--- src/rtl/mpd_pkg.sv ---
// Types and constants for the mouse packet decoder.
`default_nettype none

package mpd_pkg;

    localparam int POS_BITS = 12;
    localparam int REG_W    = 12;
    localparam int BYTE_W   = 8;
    localparam int BTN_W    = 3;
    localparam int IDX_W    = 8;
    localparam int SUM_W    = POS_BITS + 2;
    localparam int LIM_W    = (POS_BITS > REG_W) ? POS_BITS : REG_W;
    localparam int OUT_W    = ((BTN_W + 2 * REG_W + 7) / 8) * 8;

    // Bit positions in the packet header byte
    localparam int SYNC_BIT  = 3;
    localparam int XSIGN_BIT = 4;
    localparam int YSIGN_BIT = 5;

    // Frame position codes
    localparam logic [1:0] FR_HEAD = 2'd0;
    localparam logic [1:0] FR_DX   = 2'd1;
    localparam logic [1:0] FR_DY   = 2'd2;

    // Configuration register indexes
    localparam logic [IDX_W-1:0] REG_MAX_X = IDX_W'(0);
    localparam logic [IDX_W-1:0] REG_MAX_Y = IDX_W'(1);

    localparam logic [REG_W-1:0] MAX_X_RESET = REG_W'(1023);
    localparam logic [REG_W-1:0] MAX_Y_RESET = REG_W'(767);

    typedef logic [POS_BITS-1:0]     pos_t;
    typedef logic [REG_W-1:0]        reg_t;
    typedef logic [LIM_W-1:0]        lim_t;
    typedef logic signed [SUM_W-1:0] sum_t;
    typedef logic [BYTE_W-1:0]       byte_t;
    typedef logic [BTN_W-1:0]        btn_t;

    localparam pos_t POS_MAX = '1;

    // One axis move request: old position, 9-bit signed delta and limit
    typedef struct packed {
        pos_t  pos;
        logic  sign;
        byte_t low;
        reg_t  limit;
    } move_req_t;

endpackage

`default_nettype wire

--- src/rtl/mpd_axis_clamp.sv ---
// Adds a signed delta to one axis position and clamps it to 0..limit.
`default_nettype none

module mpd_axis_clamp (
    input  wire mpd_pkg::move_req_t req,
    output mpd_pkg::pos_t           pos_next
);

    logic signed [mpd_pkg::BYTE_W:0] delta9;
    mpd_pkg::sum_t                   sum;
    mpd_pkg::lim_t                   lim_wide;
    mpd_pkg::pos_t                   lim;

    always_comb
    begin
        delta9   = {req.sign, req.low};
        sum      = mpd_pkg::sum_t'({2'b00, req.pos}) + mpd_pkg::sum_t'(delta9);
        lim_wide = mpd_pkg::lim_t'(req.limit);
        // saturate the limit to what the position can hold
        if (lim_wide > mpd_pkg::lim_t'(mpd_pkg::POS_MAX))
        begin
            lim = mpd_pkg::POS_MAX;
        end
        else
        begin
            lim = mpd_pkg::pos_t'(lim_wide);
        end
        if (sum[mpd_pkg::SUM_W-1])
        begin
            pos_next = '0;
        end
        else if (sum > mpd_pkg::sum_t'({2'b00, lim}))
        begin
            pos_next = lim;
        end
        else
        begin
            pos_next = mpd_pkg::pos_t'(sum);
        end
    end

endmodule

`default_nettype wire

--- src/rtl/mouse_packet_decoder_top.sv ---
// Top level of the mouse packet decoder: framing, position update and ports.
// Output: a result appears on m_axis in the cycle after the third byte of a packet is taken.
// Throughput: one byte per cycle; s_axis_tready drops only when a third byte
//   meets a result still held in the output register.
// Reset (rst_n, asynchronous, active low): frame back to the header byte, position 0,0,
//   limits 1023 and 767, output register empty.
`default_nettype none

module mouse_packet_decoder_top (
    input  wire                          clk,
    input  wire                          rst_n,
    // input bytes
    input  wire                          s_axis_tvalid,
    output logic                         s_axis_tready,
    input  wire  [mpd_pkg::BYTE_W-1:0]   s_axis_tdata,  // [7:0] rx_byte
    // packet results
    output logic                         m_axis_tvalid,
    input  wire                          m_axis_tready,
    output logic [mpd_pkg::OUT_W-1:0]    m_axis_tdata,  // [2:0] buttons, [14:3] pos_x,
                                                        // [26:15] pos_y, rest zero
    // register writes
    input  wire                          cfg_valid,
    output logic                         cfg_ready,
    input  wire  [mpd_pkg::IDX_W-1:0]    cfg_index,
    input  wire  [mpd_pkg::REG_W-1:0]    cfg_data
);

    logic [1:0]            frame_reg, frame_next;
    mpd_pkg::btn_t         btn_reg, btn_next;
    logic                  sign_x_reg, sign_x_next;
    logic                  sign_y_reg, sign_y_next;
    mpd_pkg::byte_t        dx_reg, dx_next;
    mpd_pkg::pos_t         abs_x_reg, abs_x_next;
    mpd_pkg::pos_t         abs_y_reg, abs_y_next;
    mpd_pkg::reg_t         max_x_reg, max_y_reg;
    logic                  out_valid_reg, out_valid_next;
    mpd_pkg::btn_t         out_btn_reg;
    mpd_pkg::reg_t         out_x_reg, out_y_reg;

    mpd_pkg::move_req_t    req_x, req_y;
    mpd_pkg::pos_t         new_x, new_y;
    logic                  in_acc;
    logic                  out_acc;
    logic                  pkt_done;

    // Only the last byte of a packet needs room in the output register;
    // header and X bytes are always taken.
    assign s_axis_tready = (frame_reg != mpd_pkg::FR_DY) || !out_valid_reg || m_axis_tready;
    assign in_acc        = s_axis_tvalid && s_axis_tready;
    assign out_acc       = m_axis_tvalid && m_axis_tready;
    assign pkt_done      = in_acc && (frame_reg == mpd_pkg::FR_DY);
    assign cfg_ready     = 1'b1;

    // Axis move requests: X delta comes from the held byte, Y straight off the bus
    assign req_x = '{pos: abs_x_reg, sign: sign_x_reg, low: dx_reg, limit: max_x_reg};
    assign req_y = '{pos: abs_y_reg, sign: sign_y_reg, low: s_axis_tdata, limit: max_y_reg};

    mpd_axis_clamp u_clamp_x (
        .req      (req_x),
        .pos_next (new_x)
    );

    mpd_axis_clamp u_clamp_y (
        .req      (req_y),
        .pos_next (new_y)
    );

    // Frame sequencing
    always_comb
    begin
        frame_next  = frame_reg;
        btn_next    = btn_reg;
        sign_x_next = sign_x_reg;
        sign_y_next = sign_y_reg;
        dx_next     = dx_reg;
        abs_x_next  = abs_x_reg;
        abs_y_next  = abs_y_reg;
        if (in_acc)
        begin
            unique case (frame_reg)
                mpd_pkg::FR_DX:
                begin
                    dx_next    = s_axis_tdata;
                    frame_next = mpd_pkg::FR_DY;
                end
                mpd_pkg::FR_DY:
                begin
                    abs_x_next = new_x;
                    abs_y_next = new_y;
                    frame_next = mpd_pkg::FR_HEAD;
                end
                default:
                begin
                    // header slot: drop a byte without the sync bit and stay put
                    if (s_axis_tdata[mpd_pkg::SYNC_BIT])
                    begin
                        btn_next    = s_axis_tdata[mpd_pkg::BTN_W-1:0];
                        sign_x_next = s_axis_tdata[mpd_pkg::XSIGN_BIT];
                        sign_y_next = s_axis_tdata[mpd_pkg::YSIGN_BIT];
                        frame_next  = mpd_pkg::FR_DX;
                    end
                    else
                    begin
                        frame_next = mpd_pkg::FR_HEAD;
                    end
                end
            endcase
        end
    end

    // Output register: load on a finished packet, clear once taken
    always_comb
    begin
        out_valid_next = out_valid_reg;
        if (pkt_done)
        begin
            out_valid_next = 1'b1;
        end
        else if (out_acc)
        begin
            out_valid_next = 1'b0;
        end
    end

    always_ff @(posedge clk or negedge rst_n)
    begin
        if (!rst_n)
        begin
            frame_reg     <= mpd_pkg::FR_HEAD;
            btn_reg       <= '0;
            sign_x_reg    <= 1'b0;
            sign_y_reg    <= 1'b0;
            dx_reg        <= '0;
            abs_x_reg     <= '0;
            abs_y_reg     <= '0;
            max_x_reg     <= mpd_pkg::MAX_X_RESET;
            max_y_reg     <= mpd_pkg::MAX_Y_RESET;
            out_valid_reg <= 1'b0;
        end
        else
        begin
            frame_reg     <= frame_next;
            btn_reg       <= btn_next;
            sign_x_reg    <= sign_x_next;
            sign_y_reg    <= sign_y_next;
            dx_reg        <= dx_next;
            abs_x_reg     <= abs_x_next;
            abs_y_reg     <= abs_y_next;
            out_valid_reg <= out_valid_next;
            // register writes; an unknown index is dropped
            if (cfg_valid && cfg_ready)
            begin
                unique case (cfg_index)
                    mpd_pkg::REG_MAX_X: max_x_reg <= cfg_data;
                    mpd_pkg::REG_MAX_Y: max_y_reg <= cfg_data;
                    default:            ;
                endcase
            end
        end
    end

    // Result payload needs no reset: it is only seen with out_valid_reg set
    always_ff @(posedge clk)
    begin
        if (pkt_done)
        begin
            out_btn_reg <= btn_reg;
            out_x_reg   <= mpd_pkg::reg_t'(new_x);
            out_y_reg   <= mpd_pkg::reg_t'(new_y);
        end
    end

    assign m_axis_tvalid = out_valid_reg;
    assign m_axis_tdata  = mpd_pkg::OUT_W'({out_y_reg, out_x_reg, out_btn_reg});

endmodule

`default_nettype wire

--- config.mk ---
export PLATFORM = sky130hd
export DESIGN_NAME = mouse_packet_decoder_top
export DESIGN_NICKNAME = d
export VERILOG_FILES = /design/src/rtl/mpd_pkg.sv /design/src/rtl/mpd_axis_clamp.sv /design/src/rtl/mouse_packet_decoder_top.sv
export SDC_FILE = /design/constraint.sdc
export NUM_CORES = 1
export LEC_CHECK = 0
export ABC_AREA = 1
export ABC_CLOCK_PERIOD_IN_PS = 9500
export BUFFER_PORTS_ARGS = -buffer_cell sky130_fd_sc_hd__buf_2
export CELL_PAD_IN_SITES_DETAIL_PLACEMENT = 0
export CELL_PAD_IN_SITES_GLOBAL_PLACEMENT = 1
export CORE_MARGIN = 2
export CORE_UTILIZATION = 46
export DETAILED_ROUTE_END_ITERATION = 10
export PLACE_DENSITY_LB_ADDON = 0.1
export SLEW_MARGIN = 20
export SYNTH_ARGS = -nofsm -noshare
export SYNTH_HDL_FRONTEND = slang
export SYNTH_SLANG_ARGS = --single-unit
export TNS_END_PERCENT = 1
--- constraint.sdc ---
create_clock -name clk -period 9.5 [get_ports clk]
set_clock_uncertainty 0.2 [all_clocks]
set_input_delay 1.9 -clock clk [delete_from_list [all_inputs] [get_ports clk]]
set_output_delay 1.9 -clock clk [all_outputs]
set_load 0.05 [all_outputs]
Word-level counts from Yosys, hierarchy flattened --
Cells that the tools add are included.
Cells by class: add/subtract/negate cells 2, magnitude comparators 4, equality and inequality tests 4, muxes and demuxes 10, bitwise operators 1, reductions and logical operators 14
Operator list (number):
- 12-bit 2-to-1 mux | 6
- 13-bit by 9-bit adder with 14-bit output | 2
- 14-bit by 13-bit greater-than comparator with 1-bit output | 2
- 12-bit greater-than comparator, second input constant | 2
- 8-bit by 1-bit == test with 1-bit output, second input constant | 1
- 8-bit zero test | 1
- 2-bit AND reduction | 4
- 2-bit one-hot mux with 2 select lines | 1
- 1-bit logical AND | 3
- 1-bit 2-to-1 mux | 3
- 3-bit AND reduction | 1
- 2-bit by 1-bit == test with 1-bit output, second input constant | 1
- 2-bit == test, second input constant | 1
- 1-bit logical OR | 2
- 2-bit inequality test, second input constant | 1
- 2-bit nonzero test | 1
- 2-bit OR reduction | 1
- 1-bit zero test | 1
- 1-bit inverter | 1
Storage, ports and cells: register bits 91, input port bits 33, output and inout bits 35, logic and storage cells 48

Logic depth before layout (Yosys ltp) --
word-level depth 6, gate-level depth with buffers 25, gate-level depth less buffers 25

Cells and area by module --
Synthesis repeated with hierarchy kept, for this count alone.
Unflattened totals: cell total of the unflattened synthesis 761, area, all modules 6003.3 um2
By module, submodules not included:
- mouse_packet_decoder_top | instances 1, cells each 327, area an instance 3454.6 um2, seq. area each 2436.1 um2
- mpd_axis_clamp at u_clamp_x | instances 1, cells each 222, area an instance 1288.7 um2, seq. area each 0.0 um2
- mpd_axis_clamp at u_clamp_y | instances 1, cells each 212, area an instance 1260.0 um2, seq. area each 0.0 um2

Worst setup path after synthesis --
No wires, ideal clock.
path type input -> register, start point input s_axis_tdata[0] (netlist name), end point register out_y_reg[10], data pin, library setup time 0.255 ns, arrival 4.357 ns, required time 9.045 ns, path slack 4.688 ns, stages 21, path buffers 1, cells stage by stage ha_1 > inv_1 > fa_1 > nand3b_1 > nand2_1 > nand2_1 > a31oi_1 > xor2_1 > ha_1 > nand2_1 > inv_1 > nand2_1 > nand2_1 > a21oi_1 > nand2_1 > nand2_1 > nand2_1 > nand2_1 > buf_2 > nand4_1 > and3_1
On the way: word-level cells in the longest chain between the ends 4
Ends and longest elaborated chain:
- start, declared | line mouse_packet_decoder_top.sv:15 | input wire [mpd_pkg::BYTE_W-1:0] s_axis_tdata,
- 13-bit by 9-bit adder with 14-bit output * | line mpd_axis_clamp.sv:17 | sum = mpd_pkg::sum_t'({2'b00, req.pos}) + mpd_pkg::sum_t'(delta9);
- 14-bit by 13-bit greater-than comparator with 1-bit output | line mpd_axis_clamp.sv:32 | else if (sum > mpd_pkg::sum_t'({2'b00, lim}))
- 12-bit 2-to-1 mux | line mpd_axis_clamp.sv:32
- 12-bit 2-to-1 mux * | line mpd_axis_clamp.sv:28 | if (sum[mpd_pkg::SUM_W-1])
- named net new_y[10] | line mouse_packet_decoder_top.sv:41 | mpd_pkg::pos_t new_x, new_y;
- end signal, assigned | line mouse_packet_decoder_top.sv:169 | out_y_reg <= mpd_pkg::reg_t'(new_y);
- end, declared | line mouse_packet_decoder_top.sv:38 | mpd_pkg::reg_t out_x_reg, out_y_reg;
Mark *: on every way through the listed nets, which the timed path passes. The rest lies on a longest branch. A chain may end at the register's enable or synchronous reset.

Worst setup path in the final report --
start point input s_axis_tdata[0] (netlist name), end point register out_y_reg[1], data pin
Same word-level chain as after synthesis.

==> flow_summary.toml <==
[outcome]
status = "finished, final reports clean"

[timing]
worstMarginPinSlew_ns = 0.866
setup_viol_count_final = 0
worst_slack_ns = 4.11
min_period_over_period_pct = 56.8
setup_tns_ns = 0
rsz0062_at_grt = "false"
fmax_mhz = 185
finalCriticalPeriod_ns = 5.39
max_slew_margin_pct = 42.2
slew_violations = 0
finalHoldViolCount = 0

[flow_run]
cap_violations = 0

[detailed_routing]
firstDrtPassIters = 5
wl_mm = 13.7
wl_per_cell_um = 14.5
dr.first_iter.drc_count = 257
viasPerCell = 5.00
postRouteAntennaNets = 0
num_vias = 4733
drc = 0

[clock_tree]
htreeDepth = 3
postCtsSetupRepairBufs = 0
cts_resized = 0
cts_buffer_depth = 2
clk_pin_slew_worst_paths_ns = 0.07
cts_tree = "yes"
clkSinkCount = 91
cts_root_buf = "clkbuf_16"
clk_latency_ns = 0.35
cts_buffers = 9
hold_buffers = 0

[global_routing]
grt_start_max_net_pins = 65
grt_pass1_wl_mm = 22.4
grt_usage_pct = 21.8
antenna_found_initial = 0
grt_overflow_total = 0
grt_pass1_vias = 4539

[layout]
fin_util_pct = 52.2
antenna_cells = 0
synthToLayoutAreaGrowth_pct = 12.0
nNetsFinal = 854
drive_above_1_share_pct = 15.4
final_cell_area_um2 = 6540
fill_cells = 1288

[setup_path]
end_kind = "register"
arrival_ns = 5.40
r2r_start = "dx_reg[0]"
required_ns = 9.50
critPathKind = "in2reg"
worstPathMaxFanout = 13
worstSetupStartpoint = "s_axis_tdata[0]"
crit_path_start_kind = "input pin"

[synth]
synth_area_um2 = 5840
syn_inst = 719
synth.most_common_cell = "nand2_1"
seq_area_frac_synth_pct = 41.7
synth.avg_cell_area_um2 = 8.12
synth.area.top_cells = "dfrtp_1, edfxtp_1, nand2_1, ha_1, dfstp_2"
yosys_most_used_dff = "dfrtp_1"
synth_top_area_cell = "dfrtp_1"
ys.warnings.count = 0
synth_cell_types = 43
synth_common_cells = "nand2_1, inv_1, ha_1"
synth_edf_count = 27
ys_ff_latch = 91
synth_top_cell_area_share_pct = 19.3
synthArstFlopShare_pct = 70.3

[power]
ir_worst_vdd_uv = 199
finalPower_mw = 2.46
p_leak_nw = 3.36
powerDensity_nw_per_um2 = 376

[floorplan]
fp.dieH_um = 117
dieArea_um2 = 13600
io_pins = 68
start_util_pct = 46.6
rows = 41
coreArea_um2 = 12500
die_w_um = 117

[hold_path]
hold_start = "btn_reg[1]"
hp-class = "reg2reg"

[placement]
pre_cts_slack_ns = 3.82
routabilityCongestion = 0.904
dp_hpwl_mm = 10.3
placed_cell_area_um2 = 6240
port-buffer-count = 61
placed cells by master (no fill, tap or decap), types with 11 or more instances in the layout:
| master | count |
|---|---|
| nand3_1 | 32 |
| a31oi_1 | 13 |
| a21oi_1 | 25 |
| edfxtp_1 | 27 |
| and2_1 | 12 |
| o21ai_0 | 40 |
| dfstp_2 | 19 |
| clkbuf_16 | 11 |
| inv_1 | 115 |
| and3_1 | 11 |
| nand4_1 | 28 |
| ha_1 | 50 |
| dfrtp_1 | 45 |
| buf_2 | 61 |
| nand2_2 | 11 |
| nand2_1 | 198 |
logic make-up (layout without fill, tap and decap cells):
group,count (synthesis),after routing,share of synthesized area [%]
AOI/OAI and AO/OA,92,92,8.85
other,2,6,0.129
DFF,91,91,41.7
adders and majority gates,52,52,11.4
buffers and inverters,144,195,10.1
and+or+nand+nor,321,321,25.3
xor gates and xnor gates,17,17,2.55
stage by stage:
step,std cells,hold slack (ns)
floorplan,723,0.225
global placement,930,0.233
detailed placement,930,0.242
CTS,946,0.259
global route,946,0.272
finish,946,0.253
cell type report:
cell class | instances | area, µm² | area share (%)
multi-input combinational | 488 | 2830 | 43.3
sequential | 91 | 2440 | 37.3
inverter | 116 | 437 | 6.68
timing repair buffer | 63 | 320 | 4.90
clock buffer | 14 | 287 | 4.38
tap | 172 | 215 | 3.29
clock inverter | 2 | 15.0 | 0.230
critical path, stage by stage:
cell and delay (ns):
buf_2 0.10, ha_1 0.17, inv_1 0.05, fa_1 0.38, nand3b_1 0.19, nand2_1 0.10
nand2_1 0.06, nand2_1 0.11, inv_1 0.07, o21ai_0 0.19, xor2_1 0.13, ha_1 0.29
nand2_1 0.05, inv_1 0.08, nand4_1 0.09, nor2_1 0.10, nand3_1 0.08, nand2_1 0.34
nand3_1 0.48, nand2_1 0.24, and3_1 0.20
per-layer routing:
metal | part of all wire [%] | vias up | track usage [%]
li1 | - | 2444 | -
met1 | 50 | 2172 | 30.7
met2 | 45 | 103 | 34.3
met3 | 4.6 | 14 | 4.51
met4 | 1.3 | 0 | 6.12
met5 | 0 | - | 0
power breakdown:
group	total, mW	internal (mW)	switching (mW)	leakage, nW
clock network	0.366	0.210	0.156	0.148
registers	0.613	0.542	0.0708	1.04
logic	1.48	0.506	0.971	2.17
total	2.46	1.26	1.20	3.36
worst paths after layout:
| path | end | slack, ns | depth (start not counted) |
|---|---|---|---|
| max reg2reg | out_x_reg[1] | 5.07 | 20 |
| max | out_y_reg[1] | 4.11 | 21 |
| max in group asynchronous | abs_x_reg[10] | 7.00 | 2 |
| min in group asynchronous | frame_reg[0] | 1.52 | 2 |
| min | out_btn_reg[1] | 0.25 | 0 |
| min reg2reg | out_btn_reg[1] | 0.25 | 0 |
Note: power is estimated with default switching activity, not from simulation.
